**src/rtl/core/ups_pss_pkg.sv**
```systemverilog
package ups_pss_pkg;

	localparam int ModeW = 3;
	localparam int TimeW = 16;
	localparam int DivW  = 10;
	localparam int BstW  = 2;
	localparam int CfgIdxW  = 2;
	localparam int CfgDataW = 16;

	localparam logic [ModeW-1:0] MODE_INITIAL = 3'd0;
	localparam logic [ModeW-1:0] MODE_ADAPTER = 3'd1;
	localparam logic [ModeW-1:0] MODE_BATTERY = 3'd2;
	localparam logic [ModeW-1:0] MODE_WARNING = 3'd3;
	localparam logic [ModeW-1:0] MODE_UNDERV  = 3'd4;

	localparam logic [BstW-1:0] BST_UNKNOWN = 2'd0;
	localparam logic [BstW-1:0] BST_GOOD    = 2'd3;

	localparam logic [TimeW-1:0] TIME_MAX = 16'hFFFF;

	localparam logic [CfgIdxW-1:0] REG_TICK_DIVIDE   = 2'd0;
	localparam logic [CfgIdxW-1:0] REG_AC_GOOD_TICKS = 2'd1;
	localparam logic [CfgIdxW-1:0] REG_WARNING_TICKS = 2'd2;

	localparam logic [DivW-1:0]  TICK_DIVIDE_RST   = 10'd50;
	localparam logic [TimeW-1:0] AC_GOOD_TICKS_RST = 16'd5;
	localparam logic [TimeW-1:0] WARNING_TICKS_RST = 16'd200;

	typedef struct packed {
		logic            power_command;
		logic            mains_on;
		logic [BstW-1:0] battery_status;
		logic            system_tick;
		logic            serial_idle;
	} poll_t;

	typedef struct packed {
		logic             battery_fet;
		logic             adapter_fet;
		logic [ModeW-1:0] mode;
	} result_t;

	typedef struct packed {
		logic [DivW-1:0]  tick_divide;
		logic [TimeW-1:0] ac_good_ticks;
		logic [TimeW-1:0] warning_ticks;
	} cfg_t;

endpackage

```
**src/rtl/core/ups_power_source_switch_fsm.sv**
```systemverilog
// channel  | handshake                   | payload
// poll in  | in_valid / in_stall         | power_command mains_on battery_status
//          |                             | system_tick serial_idle
// result   | out_valid / out_stall       | battery_fet adapter_fet mode
// config   | cfg_we                      | cfg_index cfg_data
//
// Two register stages: a poll lands in the input register, the mode logic is
// combinational and its result lands in the output register; one poll per cycle
// unless a stalled result backs up the pipe.
// Mode state updates when the poll moves from input to output register.
// arst_n clears both stages and the mode state and sets the config registers to their reset values.
// A stalled result holds the pipe; in_stall follows out_stall when both stages are full.
module ups_power_source_switch_fsm
	import ups_pss_pkg::*;
(
	input  logic                clk,
	input  logic                arst_n,
	input  logic                in_valid,
	output logic                in_stall,
	input  logic                power_command,
	input  logic                mains_on,
	input  logic [BstW-1:0]     battery_status,
	input  logic                system_tick,
	input  logic                serial_idle,
	output logic                out_valid,
	input  logic                out_stall,
	output logic                battery_fet,
	output logic                adapter_fet,
	output logic [ModeW-1:0]    mode,
	input  logic                cfg_we,
	input  logic [CfgIdxW-1:0]  cfg_index,
	input  logic [CfgDataW-1:0] cfg_data
);

	cfg_t    cfg;
	poll_t   poll_s1;
	result_t res, res_s2;
	logic    valid_s1, valid_s2, adv, take;

	assign adv      = valid_s1 && (!valid_s2 || !out_stall);
	assign in_stall = valid_s1 && !adv;
	assign take     = in_valid && !in_stall;

	always_ff @(posedge clk or negedge arst_n) begin
		if (!arst_n) begin
			valid_s1 <= 1'b0;
			valid_s2 <= 1'b0;
		end else begin
			if (take)
				valid_s1 <= 1'b1;
			else if (adv)
				valid_s1 <= 1'b0;
			if (adv)
				valid_s2 <= 1'b1;
			else if (!out_stall)
				valid_s2 <= 1'b0;
		end
	end

	always_ff @(posedge clk) begin
		if (take) begin
			poll_s1.power_command  <= power_command;
			poll_s1.mains_on       <= mains_on;
			poll_s1.battery_status <= battery_status;
			poll_s1.system_tick    <= system_tick;
			poll_s1.serial_idle    <= serial_idle;
		end
		if (adv)
			res_s2 <= res;
	end

	ups_pss_cfg u_cfg (
		.clk       (clk),
		.arst_n    (arst_n),
		.cfg_we    (cfg_we),
		.cfg_index (cfg_index),
		.cfg_data  (cfg_data),
		.cfg       (cfg)
	);

	ups_pss_core u_core (
		.clk    (clk),
		.arst_n (arst_n),
		.en     (adv),
		.poll   (poll_s1),
		.cfg    (cfg),
		.res    (res)
	);

	assign out_valid   = valid_s2;
	assign battery_fet = res_s2.battery_fet;
	assign adapter_fet = res_s2.adapter_fet;
	assign mode        = res_s2.mode;

	a_s1_held: assert property (@(posedge clk) disable iff (!arst_n)
		valid_s1 && !adv |=> valid_s1)
		else $error("poll dropped from input register");

	a_adv_fills: assert property (@(posedge clk) disable iff (!arst_n)
		adv |=> valid_s2)
		else $error("result not registered");

	a_stall_full: assert property (@(posedge clk) disable iff (!arst_n)
		in_stall |-> valid_s1 && valid_s2 && out_stall)
		else $error("input stalled without a full pipe");

endmodule

```
**src/rtl/core/ups_pss_cfg.sv**
```systemverilog
module ups_pss_cfg
	import ups_pss_pkg::*;
(
	input  logic                clk,
	input  logic                arst_n,
	input  logic                cfg_we,
	input  logic [CfgIdxW-1:0]  cfg_index,
	input  logic [CfgDataW-1:0] cfg_data,
	output cfg_t                cfg
);

	cfg_t cfg_q;

	always_ff @(posedge clk or negedge arst_n) begin
		if (!arst_n) begin
			cfg_q.tick_divide   <= TICK_DIVIDE_RST;
			cfg_q.ac_good_ticks <= AC_GOOD_TICKS_RST;
			cfg_q.warning_ticks <= WARNING_TICKS_RST;
		end else if (cfg_we) begin
			unique case (cfg_index)
				REG_TICK_DIVIDE:   cfg_q.tick_divide   <= cfg_data[DivW-1:0];
				REG_AC_GOOD_TICKS: cfg_q.ac_good_ticks <= cfg_data;
				REG_WARNING_TICKS: cfg_q.warning_ticks <= cfg_data;
				default: ;
			endcase
		end
	end

	assign cfg = cfg_q;

endmodule

```
**src/rtl/core/ups_pss_core.sv**
```systemverilog
module ups_pss_core
	import ups_pss_pkg::*;
(
	input  logic    clk,
	input  logic    arst_n,
	input  logic    en,
	input  poll_t   poll,
	input  cfg_t    cfg,
	output result_t res
);

	logic [ModeW-1:0] cur_q, prev_q;
	logic [TimeW-1:0] time_q;
	logic [DivW-1:0]  pre_q;
	logic             bat_q, ada_q;

	logic [ModeW-1:0] cur_n, prev_n;
	logic [TimeW-1:0] time_n;
	logic [DivW-1:0]  pre_n;
	logic             bat_n, ada_n;
	logic [DivW:0]    pre_sum;
	logic             restart, bat_ok, ac_good, warn_done;

	assign restart = (cur_q == MODE_INITIAL) || (cur_q != prev_q);
	assign pre_sum = {1'b0, pre_q} + {{DivW{1'b0}}, poll.system_tick};
	assign bat_ok  = poll.battery_status > 2'd1;

	always_comb begin
		prev_n = prev_q;
		time_n = time_q;
		pre_n  = pre_q;
		if (poll.power_command) begin
			if (restart) begin
				prev_n = cur_q;
				time_n = '0;
				pre_n  = '0;
			end else if (pre_sum >= {1'b0, cfg.tick_divide}) begin
				pre_n = '0;
				if (time_q != TIME_MAX)
					time_n = time_q + 1'b1;
			end else begin
				pre_n = pre_sum[DivW-1:0];
			end
		end
	end

	assign ac_good   = time_n >= cfg.ac_good_ticks;
	assign warn_done = (time_n >= cfg.warning_ticks) && poll.serial_idle;

	logic [ModeW-1:0] cur_r;
	logic             bat_r, ada_r;

	always_comb begin
		cur_r = cur_q;
		bat_r = bat_q;
		ada_r = ada_q;
		if (!poll.power_command) begin
			cur_r = MODE_INITIAL;
			bat_r = 1'b0;
			ada_r = 1'b0;
		end else begin
			unique case (cur_q)
				MODE_INITIAL: begin
					if (poll.mains_on) begin
						bat_r = 1'b0; ada_r = 1'b1; cur_r = MODE_ADAPTER;
					end else if (poll.battery_status != BST_UNKNOWN) begin
						if (bat_ok) begin
							bat_r = 1'b1; ada_r = 1'b0; cur_r = MODE_BATTERY;
						end else begin
							bat_r = 1'b0; ada_r = 1'b0; cur_r = MODE_UNDERV;
						end
					end
				end
				MODE_ADAPTER: begin
					if (poll.mains_on) begin
						if (ac_good)
							bat_r = 1'b0;
					end else if (bat_ok) begin
						bat_r = 1'b1; cur_r = MODE_BATTERY;
					end else begin
						bat_r = 1'b0; ada_r = 1'b0; cur_r = MODE_UNDERV;
					end
				end
				MODE_BATTERY: begin
					if (poll.mains_on) begin
						ada_r = 1'b1; cur_r = MODE_ADAPTER;
					end else if (bat_ok) begin
						if (ac_good)
							ada_r = 1'b0;
					end else begin
						cur_r = MODE_WARNING;
					end
				end
				MODE_WARNING: begin
					if (warn_done)
						cur_r = MODE_UNDERV;
				end
				default: begin
					if (poll.mains_on) begin
						bat_r = 1'b0; ada_r = 1'b1; cur_r = MODE_ADAPTER;
					end else if (poll.battery_status == BST_GOOD) begin
						bat_r = 1'b1; ada_r = 1'b0; cur_r = MODE_BATTERY;
					end else begin
						bat_r = 1'b0; ada_r = 1'b0; cur_r = MODE_UNDERV;
					end
				end
			endcase
		end
	end

	assign cur_n = cur_r;
	assign bat_n = bat_r;
	assign ada_n = ada_r;

	always_ff @(posedge clk or negedge arst_n) begin
		if (!arst_n) begin
			cur_q  <= MODE_INITIAL;
			prev_q <= MODE_INITIAL;
			time_q <= '0;
			pre_q  <= '0;
			bat_q  <= 1'b0;
			ada_q  <= 1'b0;
		end else if (en) begin
			cur_q  <= cur_n;
			prev_q <= prev_n;
			time_q <= time_n;
			pre_q  <= pre_n;
			bat_q  <= bat_n;
			ada_q  <= ada_n;
		end
	end

	assign res.battery_fet = bat_n;
	assign res.adapter_fet = ada_n;
	assign res.mode        = cur_n;

	a_cmd_off: assert property (@(posedge clk) disable iff (!arst_n)
		en && !poll.power_command |=> cur_q == MODE_INITIAL && !bat_q && !ada_q)
		else $error("power off did not force initial mode");

	a_initial_off: assert property (@(posedge clk) disable iff (!arst_n)
		cur_q == MODE_INITIAL |-> !bat_q && !ada_q)
		else $error("FET driven in initial mode");

	a_mode_range: assert property (@(posedge clk) disable iff (!arst_n)
		cur_q <= MODE_UNDERV)
		else $error("mode out of range");

	a_hold_idle: assert property (@(posedge clk) disable iff (!arst_n)
		!en |=> $stable(time_q) && $stable(pre_q) && $stable(cur_q))
		else $error("state moved without a poll");

endmodule

```
**config.mk**
```make
export PLATFORM = sky130hd
export DESIGN_NAME = ups_power_source_switch_fsm
export DESIGN_NICKNAME = d
export VERILOG_FILES = /design/src/rtl/core/ups_pss_pkg.sv /design/src/rtl/core/ups_power_source_switch_fsm.sv /design/src/rtl/core/ups_pss_cfg.sv /design/src/rtl/core/ups_pss_core.sv
export SDC_FILE = /design/constraint.sdc
export NUM_CORES = 1
export LEC_CHECK = 0
export BUFFER_PORTS_ARGS = -buffer_cell sky130_fd_sc_hd__buf_4
export CAP_MARGIN = 20
export CORE_ASPECT_RATIO = 0.9
export CORE_MARGIN = 10
export CORE_UTILIZATION = 30
export DETAILED_ROUTE_END_ITERATION = 12
export HOLD_SLACK_MARGIN = 0.12
export SKIP_CTS_REPAIR_TIMING = 1
export SYNTH_ARGS = -nofsm -noshare
export SYNTH_HDL_FRONTEND = slang
export SYNTH_HIERARCHICAL = 1
export SYNTH_SLANG_ARGS = --single-unit
```
**constraint.sdc**
```tcl
create_clock -name clk -period 9.4 [get_ports clk]
set_input_delay 2.35 -clock clk [delete_from_list [all_inputs] [get_ports clk]]
set_output_delay 2.35 -clock clk [all_outputs]
set_load 0.02 [all_outputs]
```
; ---- Word-level counts from Yosys, hierarchy flattened
; Index checks and enable logic that the tools add are counted.
[totals]
word_cells = 94
mem_count = 0
register_bits = 89
input_bits = 29
latchBits = 0
ramBits = 0
out_inout_bits = 7
mem_bits_ro = 0
[classes]
multipliers = 0
addsub = 2
n_eq_ne = 9
reduce_logical = 20
n_lt_le_gt_ge = 4
muxes = 40
bitwise_logic = 0
shifts = 0
div_mod_pow = 0
[ops]
columns = cell, n
row1 = 2-to-1 mux 16 bit, 4
row2 = greater-or-equal comparator 16 bit, 2
row3 = 2-to-1 mux 3 bit, 10
row4 = 2-to-1 mux 1 bit, 21
row5 = 2-to-1 mux 10 bit, 2
row6 = "adder 16 x 1 -> 16 bit, second input constant", 1
row7 = "!= test 16 bit, second input constant", 1
row8 = case mux 3 bit (4 select lines), 1
row9 = adder 10 x 1 -> 11 bit, 1
row10 = greater-or-equal comparator 11 x 10 -> 1 bit, 1
row11 = AND reduction 2 bit, 4
row12 = "== test 3 x 2 -> 1 bit, second input constant", 2
row13 = "== test 2 bit, second input constant", 2
row14 = logical AND 1 bit, 4
row15 = zero test 1 bit, 4
row16 = case mux 1 bit (4 select lines), 1
row17 = nonzero test 2 bit, 2
row18 = "== test 3 x 1 -> 1 bit, second input constant", 1
row19 = zero test 3 bit, 1
row20 = != test 3 bit, 1
row21 = case mux 1 bit (3 select lines), 1
row22 = AND reduction 3 bit, 1
row23 = "== test 2 x 1 -> 1 bit, second input constant", 1
row24 = "greater-than comparator 2 x 1 -> 1 bit, second input constant", 1
row25 = other kinds (4), 5

; ---- Logic depth before layout (Yosys ltp)
; Gate-level depths: netlist (run 1).
[logic_depth]
word_depth = 11
depth_mapped = 23
ltp_nobuf = 21

; ---- Cells and area by module
; The synthesis (run 1) kept the hierarchy.
[modules_own_cells]
columns = mod, instances, area_per_inst_um2, cells_per_inst
row1 = ups_pss_core, 1, 3564.7, 435
row2 = ups_pss_cfg, 1, 1695.4, 90
row3 = ups_power_source_switch_fsm, 1, 422.9, 19

; ---- Least setup slack after synthesis (run 1)
; Ideal clock, no wire load.
[synth_path]
kind = input port to output port
from = input out_stall
to = output in_stall
path_slack_ns = 4.481
stages = 2
arrival_ns = 2.569
cell_sequence = nand3_2 -> inv_1
[synth_between]
elab_chain_len = 5
[synth_lines]
columns = element, line_no
row1 = from (decl), ups_power_source_switch_fsm.sv:26  ; input logic out_stall,
row2 = zero test 1 bit, n/a
row3 = logical OR 1 bit, ups_power_source_switch_fsm.sv:40  ; assign adv = valid_s1 && (!valid_s2 || !out_stall);
row4 = logical AND 1 bit, ups_power_source_switch_fsm.sv:40
row5 = zero test 1 bit, ups_power_source_switch_fsm.sv:41  ; assign in_stall = valid_s1 && !adv;
row6 = logical AND 1 bit, ups_power_source_switch_fsm.sv:41
row7 = to (decl), ups_power_source_switch_fsm.sv:19  ; output logic in_stall,
; No other way between the ends.

==> reports/metrics.csv, run 1 <==
metric,value,unit
layout.cells.non_filler,814,
hold_path_depth,2,
syn-num-nets,618,
grt_util_all_layers,0.1087,
cp_common_cell,ha_1,
tightest_slew,1.028,ns
cts_sinks,89,
period_needed,5.144,ns
synthCells,544,
vdd_drop_max,0.08791,mV
crit_type,flip-flop to flip-flop,
synthTopCellsByArea,"dfrtp_1, ha_1, edfxtp_1, mux2_4, mux2_2",
fmax,0.1944,GHz
yosys-top-cells-count,"dfrtp_1, inv_1, ha_1, nand2_1",
syn_area_per_cell,10.45,um2
skew,0.008425,ns
drt_iter0_drc,306,
diodes,0,
cts_buffer_depth,2,
die_w,165.1,um
r2r_slack,4.26,ns
synth-edff-count,11,
worstPathMaxFanout,12,
crit_cells,19,
yosysUniqueCellTypes,69,
die_h,150.6,um
clock-root-buffer,clkbuf_16,
gp_congestion,0.8747,
required,9.49,ns
r2r_end,mode[0],
critPathTopFamily,compound AO/OA/AOI/OAI gates,
drt_wl_total,13.18,mm
vias_per_cell,5.168,
drt-pass1-iter-count,5,
dp.cells,797,
synth_area,0.005683,mm2
power-per-cell-area,184.3,mW/mm2
placeableCoreArea,0.01852,mm2
totalNegativeSetupSlack,0,ns
crit_chain,"ha_1, ha_1, and3_2, nand2_1, xnor2_1, ha_1, o21a_1, o21ai_0, o21a_1, nor2_1, a211oi_1, ha_1, nand4_1, nor3_1, o21ai_0, o31ai_1, nand2_1, nor3_1, nor2_1",
rr_startpoint,u_core/pre_q[0],
synth_top_area_frac,0.3082,
drcViolationCount,0,
yosys_warnings,6,
async_flop_share,0.8764,
boundaryPins,36,
syn_to_final_growth,13.21,%
wl_per_cell,16.19,um
overflow,0,
fin_ws,4.256,ns
r2r_cells,19,
seq_area_frac_synth,0.4033,
status,"complete, no violations",
ys_ff_latch,89,
endpoint,mode[0],
slew_headroom,0.3114,
leakage,2.985,nW
hold_viol_final,0,
finalNetCount,638,
vias,4207,
startpoint,u_core/pre_q[0],
htree_levels,3,
setup_viol,0,
rsz0062_at_grt,false,
slowest_stage,o21a_1,
ys.flop_type,dfrtp_1,
end_kind,flip-flop,
dp_hpwl,9.749,mm
synth_top_cell_by_area,dfrtp_1,
pre_cts_slack,4.294,ns
cts_buffers,9,
worst-path-buf-inv,0,
drive_gt1_frac,0.2197,
worstSkewPairLatency,0.35,ns
synth.most_common_cell,dfrtp_1,
slew_violations,0,
grt_first_pass_wirelength,21.76,mm
cts_tree,done,
die_area,0.02486,mm2
hold_class,flip-flop to flip-flop,
drv_cap,0,
clkTransAtPathRegs,0.06,ns
grt_max_degree,79,
row_count,47,
antenna_found_initial,0,
crit_arrival,5.23,ns
critPathMaxStageDelay,0.51,ns
port_buffers,35,
initial_core_util,0.3068,
period_share,0.5472,
ant_nets,0,
worstSetupStartpointType,flip-flop,
grt_pass1_vias,4262,
total_power,1.186,mW
[cells in the final DEF (no fill, tap or decap), types with 3 or more instances in the layout]
cell type / n
xor2_1: 11
a32o_1: 9
edfxtp_1: 11
and3_1: 5
nand2b_1: 7
buf_4: 36
nor2_1: 26
dfstp_2: 8
xnor2_1: 6
dfrtp_1: 70
a21o_1: 3
clkbuf_1: 3
ha_1: 45
o31ai_1: 6
a21oi_1: 17
o311ai_1: 3
and2_1: 3
clkbuf_16: 9
nand2_1: 40
inv_1: 49
nand3_1: 16
mux2i_1: 4
a31oi_1: 11
o21ai_0: 26
a211oi_1: 8
and4_1: 5
mux2_4: 20
o21a_1: 6
or3_1: 6
o211ai_1: 5
nor3_1: 8
nand4_1: 12
mux2_2: 24
a221oi_1: 3
[stage by stage]
step | cell area [um2] | utilization | hold WS, ns
2_1_floorplan | 5683 | - | 0.4538
3_3_place_gp | 6091 | 0.3288 | 0.4770
3_5_place_dp | 6091 | 0.3288 | 0.4830
4_1_cts | 6406 | 0.3458 | 0.4972
5_1_grt | 6434 | 0.3473 | 0.5234
6_report | 6434 | 0.3473 | 0.4900
[where the power goes]
group | internal, mW | switching, mW | leakage, nW
clock | 0.240 | 0.148 | 0.154
sequential | 0.455 | 0.0558 | 1.07
combinational | 0.132 | 0.155 | 1.76
total | 0.827 | 0.359 | 2.98
[worst min-delay path: stages, from the launching register on]
cell and delay [ns]:
dfrtp_1 0.35, nand2_1 0.05, o21ai_0 0.06
[kinds of logic (layout without fill, tap and decap cells)]
group	count (synthesis)	after routing	synth area share
muxes	48	48	0.1074
adders and majority gates	45	45	0.09908
DFF	89	89	0.4033
buffers and inverters	77	102	0.06319
xor gates and xnor gates	17	17	0.02620
AOI/OAI and AO/OA	117	117	0.1486
and+or+nand+nor	151	151	0.1521
[how the worst min path moves through the flow]
stage	start	to	slack, ns
floorplan	u_core/pre_q[0]	u_core/pre_q[0]	0.45
global placement	u_core/pre_q[0]	u_core/pre_q[0]	0.48
detailed placement	u_core/pre_q[0]	u_core/pre_q[0]	0.48
CTS	u_core/pre_q[0]	u_core/pre_q[0]	0.50
global route	u_cfg/cfg[2]	u_cfg/cfg[2]	0.52
finish	u_core/pre_q[0]	u_core/pre_q[0]	0.49
[cell type report]
type	instances	area (um2)
well taps	245	306.5
flip-flops and latches	89	2292
multi-input cells	378	3038
repair buffers	37	297.8
inverters	49	183.9
clock inverters	3	65.06
fillers	1837	12090
clock buffers	13	250.2
[per-layer routing]
| metal | GRT usage | share of wire | wire length, um |
|---|---|---|---|
| met1 | 0.1371 | 0.46 | 6044 |
| met2 | 0.1777 | 0.48 | 6332 |
| met3 | 0.03194 | 0.050 | 662 |
| met4 | 0.02788 | 0.010 | 137 |
| met5 | 0 | 0 | 0 |
[flip-flops by register name, indices dropped and copies added (netlist names)]
signal / flops
u_cfg/cfg: 42
u_core/time_q: 16
u_core/pre_q: 10
poll_s1: 6
mode: 3
u_core/cur_q: 3
u_core/prev_q: 3
adapter_fet: 1
battery_fet: 1
out_valid: 1
u_core/ada_q: 1
u_core/bat_q: 1
valid_s1: 1
Power figures use the tool's default switching activity.
==> run 2: changes to the inputs <==
==> constraint.sdc (replaced) <==
create_clock -name clk -period 5.3 [get_ports clk]
set_input_delay 1.325 -clock clk [delete_from_list [all_inputs] [get_ports clk]]
set_output_delay 1.325 -clock clk [all_outputs]
set_load 0.02 [all_outputs]
==> run 2 against run 1 <==
Compared with the run above:
- clock skew fell by 0.0011 ns
- worst setup slack got worse by 3.8 ns
- sequential share of layout area fell by 0.097 points
- final cell count rose by 0.12%
- count of clock-buffer cells in the layout fell by 3
- sequential power rose by 77%
- cell area rose by 0.27%
- via count rose by 0.83%
==> reports/metrics.csv, run 2 (same netlist as run 1, synthesis figures left out) <==
metric,value,unit,change
status,"complete, no violations",,
power-per-cell-area,326.8,mW/mm2,+77%
overflow,0,,unchanged
vias,4242,,+0.83%
worstSkewPairLatency,0.35,ns,about the same
drt-pass1-iter-count,5,,unchanged
wl_per_cell,16.15,um,-0.20%
row_count,47,,unchanged
rsz0062_at_grt,false,,
cts_sinks,89,,unchanged
largest_reg_flops,42,,unchanged
diodes,0,,unchanged
drt_iter0_drc,355,,+16%
htree_levels,3,,unchanged
antenna_found_initial,0,,unchanged
die_area,0.02486,mm2,unchanged
crit_type,flip-flop to flip-flop,,
dp_hpwl,9.902,mm,+1.6%
port_buffers,35,,unchanged
crit_arrival,4.95,ns,-0.28 ns
drt_wl_total,13.17,mm,about the same
critPathMaxStageDelay,0.40,ns,-0.11 ns
required,5.41,ns,-4.08 ns
leakage,2.991,nW,+0.22%
crit_chain,"ha_1, ha_1, and3_2, nand2_1, xnor2_1, ha_1, nor3_1, o21ai_0, a21oi_1, o21a_2, nor2_1, a211oi_1, ha_1, a211oi_1, o211ai_1, a221oi_1, o31ai_1, nand2_1, nor3_2, o21a_1",,
cp_common_cell,ha_1,,
worstPathMaxFanout,12,,unchanged
drcViolationCount,0,,unchanged
ant_nets,0,,unchanged
cts_buffers,9,,unchanged
totalNegativeSetupSlack,0,ns,unchanged
slew_headroom,0.3735,,+0.06207
grt_max_degree,79,,unchanged
end_kind,flip-flop,,
hold_class,flip-flop to flip-flop,,
slowest_stage,o21a_2,,
cts_tree,done,,
grt_util_all_layers,0.1087,,about the same
final_core_util,0.3483,,+0.0009460
die_h,150.6,um,unchanged
boundaryPins,36,,unchanged
period_needed,4.844,ns,-0.3002 ns
fin_ws,0.4565,ns,-3.800 ns
initial_core_util,0.3068,,unchanged
pre_cts_slack,0.2865,ns,-4.008 ns
die_w,165.1,um,unchanged
hold-worst-slack,0.4902,ns,+0.0001560 ns
slew_violations,0,,unchanged
vias_per_cell,5.205,,+0.71%
tightest_slew,0.9379,ns,-0.09038 ns
finalNetCount,639,,+0.16%
grt_first_pass_wirelength,21.93,mm,+0.80%
final_cell_mix,"dfrtp_1, inv_1, ha_1, nand2_1, buf_4",,
worstSetupStartpointType,flip-flop,,
final_common_cell,dfrtp_1,,
drive_gt1_frac,0.2281,,+0.008387
drv_cap,0,,unchanged
vdd_drop_max,0.1554,mV,+77%
clock-root-buffer,clkbuf_16,,
setup_viol,0,,unchanged
cts_buffer_depth,2,,unchanged
gp_congestion,0.9028,,+3.2%
syn_to_final_growth,13.52,%,
skew,0.007302,ns,-0.001123 ns
hold_viol_final,0,,unchanged
fmax,0.2065,GHz,+6.2%
clkTransAtPathRegs,0.07,ns,about the same
period_share,0.9139,,+0.3667
placeableCoreArea,0.01852,mm2,unchanged
grt_pass1_vias,4229,,-0.77%
-- run 2: per-layer routing --
layer / global-route usage / wire (um) / vias up
li1: - / - / 2025
met1: 0.1435 / 6060 / 2068
met2: 0.1681 / 6043 / 128
met3: 0.02648 / 736 / 21
met4: 0.04027 / 325 / 0
met5: 0 / 0 / -
-- run 2: worst max-delay path, delay by kind of cell, from the launching register on --
kind            cells  cell delay [ns]
compound gates      9             2.24
simple gates        6             0.86
fa+ha+maj           4             0.99
xor+xnor            1             0.16
flops               1             0.35
-- run 2: final timing paths --
path / startpoint / end / cells past startpoint / slack, ns
hold reg to reg: u_core/pre_q[0] / u_core/pre_q[0] / 2 / 0.49
setup reg to reg: u_core/pre_q[0] / mode[2] / 20 / 0.46
max in group asynchronous: arst_n / u_cfg/cfg[33] / 2 / 3.82
min in group asynchronous: arst_n / u_cfg/cfg[10] / 1 / 0.85
hold / removal: u_core/pre_q[0] / u_core/pre_q[0] / 2 / 0.49
setup / recovery: u_core/pre_q[0] / mode[2] / 20 / 0.46
-- run 2: report_power, final --
| group | switching [mW] | total [mW] | internal, mW |
|---|---|---|---|
| Clock | 0.288 | 0.687 | 0.399 |
| Combinational | 0.279 | 0.516 | 0.237 |
| Sequential | 0.0988 | 0.905 | 0.806 |
-- run 2: stage by stage --
| stage | cell area, um2 | instances | power, mW |
|---|---|---|---|
| 2_1_floorplan | 5683 | 544 | 1.275 |
| 3_3_place_gp | 6096 | 798 | 1.407 |
| 3_5_place_dp | 6096 | 798 | 1.425 |
| 4_1_cts | 6417 | 814 | 2.125 |
| 5_1_grt | 6451 | 815 | 2.239 |
| 6_report | 6451 | 815 | 2.108 |
-- run 2: layout make-up --
class                      instances  area [um2]
clock buffer                      10       250.2
tap                              245       306.5
sequential                        89        2292
clock inverter                     6       71.32
multi-input combinational        378        3042
timing repair buffer              38       305.3
inverter                          49       183.9
fill                            1855       12070
==> run 3: changes to the inputs <==
--- a/config.mk
+++ b/config.mk
@@ -7,7 +7,6 @@
 export LEC_CHECK = 0
 export BUFFER_PORTS_ARGS = -buffer_cell sky130_fd_sc_hd__buf_4
 export CAP_MARGIN = 20
-export CORE_ASPECT_RATIO = 0.9
 export CORE_MARGIN = 10
 export CORE_UTILIZATION = 30
 export DETAILED_ROUTE_END_ITERATION = 12
@@ -15,5 +14,4 @@
 export SKIP_CTS_REPAIR_TIMING = 1
 export SYNTH_ARGS = -nofsm -noshare
 export SYNTH_HDL_FRONTEND = slang
-export SYNTH_HIERARCHICAL = 1
 export SYNTH_SLANG_ARGS = --single-unit
==> run 3 against run 2 <==
Compared with the run above:
- largest cell class unchanged
- worst setup slack got worse by 0.012 ns
- largest power group unchanged
- critical endpoint is now adapter_fet
- clock skew rose by 0.0049 ns
- global-route usage rose by 0.84 points
- combinational power rose by 29%
- synthesized area fell by 1.7%
==> reports/metrics.csv, run 3 <==
metric,value,unit,change
boundaryPins,36,,unchanged
vias_per_cell,5.243,,+0.73%
cts_buffer_depth,2,,unchanged
cts_buffers,9,,unchanged
total_power,2.234,mW,+6.0%
ys_ff_latch,89,,unchanged
placeableCoreArea,0.01815,mm2,-2.0%
overflow,0,,unchanged
p_seq_frac,0.425,,-0.004
drt_wl_total,13.70,mm,+4.0%
synth_top_area_frac,0.3137,,+0.005456
crit_arrival,4.96,ns,about the same
fin_ws,0.4447,ns,-0.01181 ns
critPathMaxStageDelay,0.45,ns,+0.05 ns
syn-num-nets,653,,+5.7%
yosysUniqueCellTypes,61,,-12%
row_count,49,,+4.3%
crit_type,flip-flop to flip-flop,,
setup_viol,0,,unchanged
vdd_drop_max,0.1460,mV,-6.0%
required,5.40,ns,about the same
grt_first_pass_wirelength,23.15,mm,+5.6%
die_area,0.02447,mm2,-1.6%
status,"complete, no violations",,
slew_violations,0,,unchanged
cp_common_cell,ha_1,,
crit_chain,"ha_1, ha_1, and3_1, xor2_1, ha_1, and4_1, o21ai_0, o211ai_1, a21o_1, buf_4, a41oi_1, a211oi_1, ha_1, nand3_1, or3_1, o21ai_0, a21oi_1, a221oi_1, nor2_1",,
ys.flop_type,dfrtp_1,,
async_flop_share,0.8764,,unchanged
die_h,156.4,um,+3.9%
port_buffers,35,,unchanged
worstSetupStartpointType,flip-flop,,
fill_cells,1847,,-0.43%
power-per-cell-area,349.2,mW/mm2,+6.8%
gp_congestion,0.8575,,-5.0%
antenna_found_initial,0,,unchanged
clkTransAtPathRegs,0.07,ns,about the same
fmax,0.2060,GHz,-0.24%
worstPathMaxFanout,13,,+1
grt_util_all_layers,0.1171,,+0.008446
ant_nets,0,,unchanged
power.internal,1.465,mW,+1.6%
skew,0.01222,ns,+0.004913 ns
pre_cts_slack,0.5386,ns,+0.2521 ns
grt_pass1_vias,4400,,+4.0%
clock-root-buffer,clkbuf_16,,
slowest_stage,a211oi_1,,
pwr-share-clk,0.278,,-0.048
synth_top_cell_by_area,dfrtp_1,,
worstSkewPairLatency,0.35,ns,about the same
yosys_warnings,0,,-6
synthCells,579,,+6.4%
die_w,156.4,um,-5.2%
grt_max_degree,79,,unchanged
p_sw,0.7688,mW,+15%
largest_reg_flops,42,,unchanged
fin_area,0.006399,mm2,-0.81%
drv_cap,0,,unchanged
initial_core_util,0.3077,,+0.0009200
wl_per_cell,16.23,um,+0.47%
drive_gt1_frac,0.1821,,-0.04596
final_core_util,0.3526,,+0.004331
seq_area,0.002292,mm2,unchanged
leakage,2.846,nW,-4.9%
layout.cells.non_filler,844,,+3.6%
drt_iter0_drc,327,,-7.9%
final_cell_mix,"dfrtp_1, nand2_1, ha_1, inv_1, buf_4",,
period_share,0.9161,,+0.002228
synth-edff-count,11,,unchanged
seq_area_frac_synth,0.4105,,+0.007140
synth.most_common_cell,dfrtp_1,,
synth_area,0.005584,mm2,-1.7%
diodes,0,,unchanged
htree_levels,3,,unchanged
synthTopCellsByArea,"dfrtp_1, ha_1, mux2_2, edfxtp_1, dfstp_2",,
comb_power_share,0.297,,+0.052
hold-worst-slack,0.4957,ns,+0.005532 ns
totalNegativeSetupSlack,0,ns,unchanged
multi_input_area,0.003000,mm2,-1.4%
yosys-top-cells-count,"dfrtp_1, nand2_1, ha_1, inv_1, mux2_2",,
vias,4425,,+4.3%
hold_viol_final,0,,unchanged
rsz0062_at_grt,false,,
placed_area,0.006075,mm2,-0.35%
drcViolationCount,0,,unchanged
end_kind,flip-flop,,
sw_frac_of_total,0.3441,,+0.02823
final_common_cell,dfrtp_1,,
period_needed,4.855,ns,+0.01181 ns
tightest_slew,0.9138,ns,-0.02405 ns
slew_headroom,0.3889,,+0.01548
syn_area_per_cell,9.644,um2,-7.7%
dp.cells,826,,+3.5%
finalNetCount,684,,+7.0%
syn_to_final_growth,14.59,%,
drt-pass1-iter-count,5,,unchanged
cts_sinks,89,,unchanged
hold_class,flip-flop to flip-flop,,
dp_hpwl,9.979,mm,+0.77%
cts_tree,done,,
## run 3: cell types whose count changed after synthesis, moves of 7 or more
cell	change
mux2_4	-20
nand2_1	+14
nand3_1	+10
a21oi_1	+9
mux2_2	+9
nor2_1	-9
o211ai_1	+9
or3_1	+9
a21o_1	+7
or4_1	+7
## run 3: routing by layer
metal / global-route usage / vias to the layer above / share of wire
li1: - / 2197 / -
met2: 0.1883 / 87 / 0.47
met3: 0.01617 / 21 / 0.029
met4: 0.05708 / 0 / 0.027
met5: 0 / - / 0
met1: 0.1517 / 2120 / 0.48
## run 3: kinds of logic after synthesis
family	after synthesis	share of synthesized area
mux	35	0.07013
simple gates	188	0.1775
fa+ha+maj	45	0.1008
buf+inv	71	0.05310
compound gates	142	0.1739
xor+xnor	9	0.01412
flops	89	0.4105
## run 3: final timing paths
| path | depth (start not counted) | startpoint | to | slack, ns |
|---|---|---|---|---|
| worst max-delay path | 19 | poll_s1[1] | adapter_fet | 0.44 |
| worst min-delay path | 2 | u_core.prev_q[0] | u_core.prev_q[0] | 0.50 |
| worst max register to register | 19 | poll_s1[1] | adapter_fet | 0.44 |
| worst min register to register | 2 | u_core.prev_q[0] | u_core.prev_q[0] | 0.50 |
| max in group asynchronous | 2 | arst_n | u_cfg.cfg[36] | 3.80 |
| min in group asynchronous | 1 | arst_n | u_core.ada_q | 0.85 |
## run 3: critical path, delay by kind of cell (launching register included)
| kind | cells | cell delay [ns] |
|---|---|---|
| adders and majority gates | 4 | 0.98 |
| buffers and inverters | 1 | 0.22 |
| DFF | 1 | 0.37 |
| AOI/OAI and AO/OA | 8 | 1.95 |
| xor gates and xnor gates | 1 | 0.15 |
| and+or+nand+nor | 5 | 0.94 |
## run 3: layout make-up
cell class	count	area share
Multi-Input combinational cell	419	0.4689
Clock inverter	3	0.003715
Inverter	46	0.02698
Clock buffer	13	0.04087
Timing Repair Buffer	45	0.05651
Tap cell	229	0.04478
Sequential cell	89	0.3582
## run 3: power by group through the flow
stage,Clock [mW],Combinational [mW],Sequential (mW)
after global routing,0.667,0.765,0.974
after global placement,0,0.659,0.956
after CTS,0.636,0.671,0.947
after detailed placement,0,0.664,0.959
after floorplan,0,0.500,0.919
final,0.621,0.664,0.949
